[src/rtl/scoped_symbol_table_defines.svh]
// Assertion macros shared by the symbol table RTL.
// Synthesis builds see empty bodies.
`ifndef SCOPED_SYMBOL_TABLE_DEFINES_SVH
`define SCOPED_SYMBOL_TABLE_DEFINES_SVH
`ifndef SYNTHESIS
// Same-cycle implication, checked on every rising edge outside reset.
`define SST_ASSERT_IMP(label, clk, rst_n, ante, cons) \
	label: assert property (@(posedge clk) disable iff (!rst_n) (ante) |-> (cons)) \
		else $error("symbol table assertion failed");
// Next-cycle implication, checked on every rising edge outside reset.
`define SST_ASSERT_NXT(label, clk, rst_n, ante, cons) \
	label: assert property (@(posedge clk) disable iff (!rst_n) (ante) |=> (cons)) \
		else $error("symbol table assertion failed");
`else
`define SST_ASSERT_IMP(label, clk, rst_n, ante, cons)
`define SST_ASSERT_NXT(label, clk, rst_n, ante, cons)
`endif
`endif

[src/rtl/sst_pkg.sv]
package sst_pkg;

	// Table geometry.
	localparam int SYMBOL_SLOTS = 512;
	localparam int TABLE_SLOTS  = 1024;
	localparam int MAX_SCOPE    = 511;

	// Field widths of the request and response.
	localparam int OP_W     = 3;
	localparam int NAME_W   = 64;
	localparam int SLOT_W   = 10;
	localparam int STATUS_W = 2;
	localparam int ADDR_W   = $clog2(SYMBOL_SLOTS);
	localparam int NAME_BYTES = 16;

	// Operation codes.
	typedef enum logic [OP_W-1:0] {
		OP_PUSH     = 3'd0,
		OP_LOOKUP   = 3'd1,
		OP_ENTER    = 3'd2,
		OP_LEAVE    = 3'd3,
		OP_PUSH_TMP = 3'd4,
		OP_POP_TMP  = 3'd5
	} op_t;

	// Response status codes.
	typedef enum logic [STATUS_W-1:0] {
		ST_OK      = 2'd0,
		ST_FULL    = 2'd1,
		ST_EMPTY   = 2'd2,
		ST_MISSING = 2'd3
	} status_t;

	// Controller states.
	typedef enum logic [2:0] {
		S_IDLE,
		S_EXEC,
		S_LOOK,
		S_LEAVE,
		S_DONE
	} state_t;

	// One entry of the symbol memory.
	typedef struct packed {
		logic [NAME_W-1:0] name_high;
		logic [NAME_W-1:0] name_low;
		logic              is_const;
		logic [SLOT_W-1:0] scope;
	} entry_t;

	localparam int ENTRY_W = $bits(entry_t);

	// Commands from the controller to the datapath.
	typedef struct packed {
		logic ready;
		logic exec;
		logic look_start;
		logic look_step;
		logic leave_start;
		logic leave_step;
		logic emit;
	} sst_cmd_t;

	// Status from the datapath to the controller.
	typedef struct packed {
		logic in_valid;
		op_t  op;
		logic scope_neg;
		logic look_done;
		logic leave_done;
		logic out_free;
	} sst_stat_t;

endpackage

[src/rtl/sst_ctrl.sv]
// Sequencer: takes a request, dispatches it, runs the scans and hands off the result.
module sst_ctrl (
	input  logic               clk,
	input  logic               arst_n,
	input  sst_pkg::sst_stat_t stat,
	output sst_pkg::sst_cmd_t  cmd
);

	sst_pkg::state_t state_q;
	sst_pkg::state_t state_d;

	// State register.
	always_ff @(posedge clk or negedge arst_n) begin
		if (!arst_n) begin
			state_q <= sst_pkg::S_IDLE;
		end else begin
			state_q <= state_d;
		end
	end

	// Next state and commands.
	always_comb begin
		state_d = state_q;
		cmd     = '0;
		unique case (state_q)
			sst_pkg::S_IDLE: begin
				cmd.ready = 1'b1;
				if (stat.in_valid) begin
					state_d = sst_pkg::S_EXEC;
				end
			end
			sst_pkg::S_EXEC: begin
				unique case (stat.op)
					sst_pkg::OP_LOOKUP: begin
						cmd.look_start = 1'b1;
						state_d        = sst_pkg::S_LOOK;
					end
					sst_pkg::OP_LEAVE: begin
						if (stat.scope_neg) begin
							cmd.exec = 1'b1;
							state_d  = sst_pkg::S_DONE;
						end else begin
							cmd.leave_start = 1'b1;
							state_d         = sst_pkg::S_LEAVE;
						end
					end
					default: begin
						cmd.exec = 1'b1;
						state_d  = sst_pkg::S_DONE;
					end
				endcase
			end
			sst_pkg::S_LOOK: begin
				cmd.look_step = 1'b1;
				if (stat.look_done) begin
					state_d = sst_pkg::S_DONE;
				end
			end
			sst_pkg::S_LEAVE: begin
				cmd.leave_step = 1'b1;
				if (stat.leave_done) begin
					state_d = sst_pkg::S_DONE;
				end
			end
			sst_pkg::S_DONE: begin
				if (stat.out_free) begin
					cmd.emit = 1'b1;
					state_d  = sst_pkg::S_IDLE;
				end
			end
			default: begin
				state_d = sst_pkg::S_IDLE;
			end
		endcase
	end

endmodule

[config.mk]
export PLATFORM = sky130hd
export DESIGN_NAME = sst_ctrl
export DESIGN_NICKNAME = d
export VERILOG_FILES = /design/src/rtl/scoped_symbol_table_defines.svh /design/src/rtl/sst_pkg.sv /design/src/rtl/sst_ctrl.sv
export SDC_FILE = /design/constraint.sdc
export NUM_CORES = 1
export LEC_CHECK = 0
export ABC_AREA = 1
export BUFFER_PORTS_ARGS = -buffer_cell sky130_fd_sc_hd__buf_2
export CORE_AREA = 10 10 47 49
export CTS_CLUSTER_SIZE = 12
export DETAILED_ROUTE_END_ITERATION = 10
export DIE_AREA = 0 0 57 59
export PLACE_DENSITY = 0.48
export SKIP_LAST_GASP = 1
export SLEW_MARGIN = 40
export SYNTH_ARGS = -nofsm -noshare
export SYNTH_HDL_FRONTEND = slang
export SYNTH_SLANG_ARGS = --single-unit
[constraint.sdc]
create_clock -name clk -period 1 [get_ports clk]
set_input_delay 0.2 -clock clk [delete_from_list [all_inputs] [get_ports clk]]
set_output_delay 0.2 -clock clk [all_outputs]
set_load 0.03 [all_outputs]
==> metrics.md <==
| Metric | Value |
|---|---|
| Status | `finished, violations left` |
| Failing checks | `negative setup slack` |
| Fin util | `between 40% and 50%` |
| CTS tree | `done` |
| Post-synthesis xor/xnor area fraction | `0%` |
| Static Leak | `between 0.3 and 0.4 nW` |
| Dominant synthesized flop cell | `dfrtp_1` |
| Share of layout cells above drive strength 1 | `70.4%` |
| Die W | `57 um` |
| Area delta synth->final | `117%` |
| Port Buf Inserts | `16` |
| Non-Filler Instances | `97` |
| Maximum clock rate | `711 MHz` |
| CP Capture Type | `output pin` |
| # placed instances | `89` |
| Syn Inst Count | `between 40 and 50` |
| Tightest Pin Transition | `0.198 ns` |
| Endpoints failing setup | `10` |
| Synth Area in Simple Gates | `50.2%` |
| Post-synthesis register bit count | `3` |
| Clock Pin Slew Worst Setup and Hold Paths | `0.03 ns` |
| Reg2Reg Setup Slack | `-0.25 ns` |
| Total congestion overflow | `0` |
| Commonest non-fill, non-tap cell in the layout | `buf_4` |
| Ys Warns | `0` |
| Die Y | `a little under 60 um` |
| Clk_lat worst skew | `0.23 ns` |
| Clk_skew | `0.00148 ns` |
| Pre-CTS setup slack | `-0.269 ns` |
| 1st-iter DRT viols | `0` |
| Nets | `92` |
| Post-route ant nets | `0` |
| Die area | `0.00336 sq mm` |
| WL/cell | `10.4 um` |
| Number of max-slew violations in the final report | `0` |
| Final worst setup slack | `-0.406 ns` |
| Cell taking the most area after synthesis | `dfrtp_1` |
| Post-route cell area | `approximately 650 sq um` |
| Crit path arrival time | `1.21 ns` |
| DP HPWL | `789 um` |
| Total GRT Usage | `5.79%` |
| Final TNS setup | `-3.06 ns` |
| Initial antenna violation count | `0` |
| # DRC | `0` |
| Final WL | `1010 um` |
| Min cycle time layout | `between 1 and 1.5 ns` |
| Unrepaired setup endpoints after global routing | `true` |
| Reg2Reg Depth | `9` |
| Rel. slew slack | `86.7%` |
| FILL cells | `158` |
| First-pass detailed-route iteration total | `1` |
| Core Area | `about 0.0014 sq mm` |
| Worst hold slack | `around 0.32 ns` |
| Final Wtd Congestion | `0.708` |
| First-pass GRT wire length | `1620 um` |
| Hold Vio Cnt, Final | `0` |
| Number of I/O pins | `17` |
| Worst EP required | `0.80 ns` |
| Commonest cells after routing, fill and taps aside | `11 x buf_4, 9 x buf_2, 9 x buf_6, 8 x nand2_1, 8 x inv_1` |
| Kind of critical path | `reg2out` |
| Average size of a mapped cell | `6.28 sq um` |
| Biggest regs | `state_q: 3 flops` |
| Seq/Total Area, Yosys | `between 20% and 30%` |
| Largest Register | `state_q` |
| Asr flop ratio synth | `100%` |
| Period utilization | `141%` |
| Clock root buffer | `clkbuf_4` |
| Post-synthesis compound-gate area fraction | `4.98%` |
| Post-synth EDFFs | `0` |
| Vias | `397` |
| Max cap viols | `0` |
| Critical path launch point type | `register` |
| Cell variety after synth | `17` |
| Number of flip-flops under the largest register name | `3` |
| Placement Cell Area | `532 sq um` |
| Hold WC Path Type | `in2async` |
| Row cnt | `14` |
| Reg2Reg Capture Point | `state_q[0]$_DFFE_PN0P_` |
| Mux contribution to synthesized area | `0%` |
| Initial Util | `21.5%` |
| Critical path peak fanout | `3` |
| Clock sink total | `3` |
| Synth top area cells | `dfrtp_1 25%, inv_1 12%, nand2_1 11%` |
| CTS buffer count | `3` |
| Pwr dens | `~2300 mW/mm^2` |
| CTS max path bufs | `2` |
| Synthesized net count | `58` |
| Mean number of vias per cell | `4.09` |
| Cell area after synthesis | `302 sq um` |
| Htree depth | `1` |
| Vias in the first global route | `435` |
| Number of antenna diodes | `0` |
| Peak VDD IR | `0.00110 V` |
| Largest family of logic cells by synthesized area | `simple AND/OR/NAND/NOR gates` |
| Largest net degree at the start of global routing | `6` |
| Critical register-to-register path startpoint | `state_q[1]$_DFFE_PN0P_` |
| Yosys top cell area share | `24.9%` |
| Post-synthesis adder-cell area fraction | `0%` |
| Overall power | `1.53 mW` |
cell type report:
type	count	area, sq um	area share, %
tap	16	20.0	3.06
timing repair buffer	30	239	36.5
sequential	3	78.8	12.0
inverter	13	53.8	8.22
multi-input combinational	31	236	36.1
clock buffer	4	26.3	4.02
layer usage:
layer | vias to the layer above | track usage, % | share of wire (%)
li1 | 209 | - | -
met1 | 175 | 5.58 | 38
met2 | 11 | 10.4 | 53
met3 | 2 | 1.72 | 6.6
met4 | 0 | 4.03 | 1.7
met5 | - | 0 | 0
where the power goes:
group	internal [mW]	switching (mW)
Sequential	0.174	0.0801
Clock	0.149	0.0551
Combinational	0.488	0.578
timing repair:
| item | in CTS | in global routing |
|---|---|---|
| hold buffers | 1 | 0 |
| pin swaps | 3 | 5 |
| buffers inserted | 2 | 1 |
| hold endpoints to repair | 3 | 0 |
| setup endpoints to repair | 10 | 10 |
| resized for setup | 18 | 2 |
how the worst max path moves through the flow:
stage / cells past startpoint / end / start
after floorplan: 5 / state_q[1]$_DFFE_PN0P_ / state_q[1]$_DFFE_PN0P_
after global placement: 3 / cmd[4] / state_q[0]$_DFFE_PN0P_
after detailed placement: 3 / cmd[4] / state_q[0]$_DFFE_PN0P_
after CTS: 3 / cmd[0] / state_q[1]$_DFFE_PN0P_
after global routing: 4 / cmd[4] / state_q[1]$_DFFE_PN0P_
final: 3 / cmd[0] / state_q[1]$_DFFE_PN0P_
synthesized netlist by cell type, types with 2 or more instances:
library cell and n:
nand2_2 4, nor2_1 5, dfrtp_1 3, inv_2 3, nand2_1 9, inv_1 10, nor2_2 3, nand3_2 2
logic make-up (layout without fill, tap and decap cells):
logic type / Yosys count / in the layout
buf+inv: 14 / 47
simple gates: 28 / 28
compound gates: 3 / 3
flops: 3 / 3
critical path, stage by stage (launching register included):
cell	delay (ns)
dfrtp_2	0.42
buf_6	0.13
nor4_4	0.26
buf_6	0.16
No activity file was read; power rests on OpenSTA's default activity.
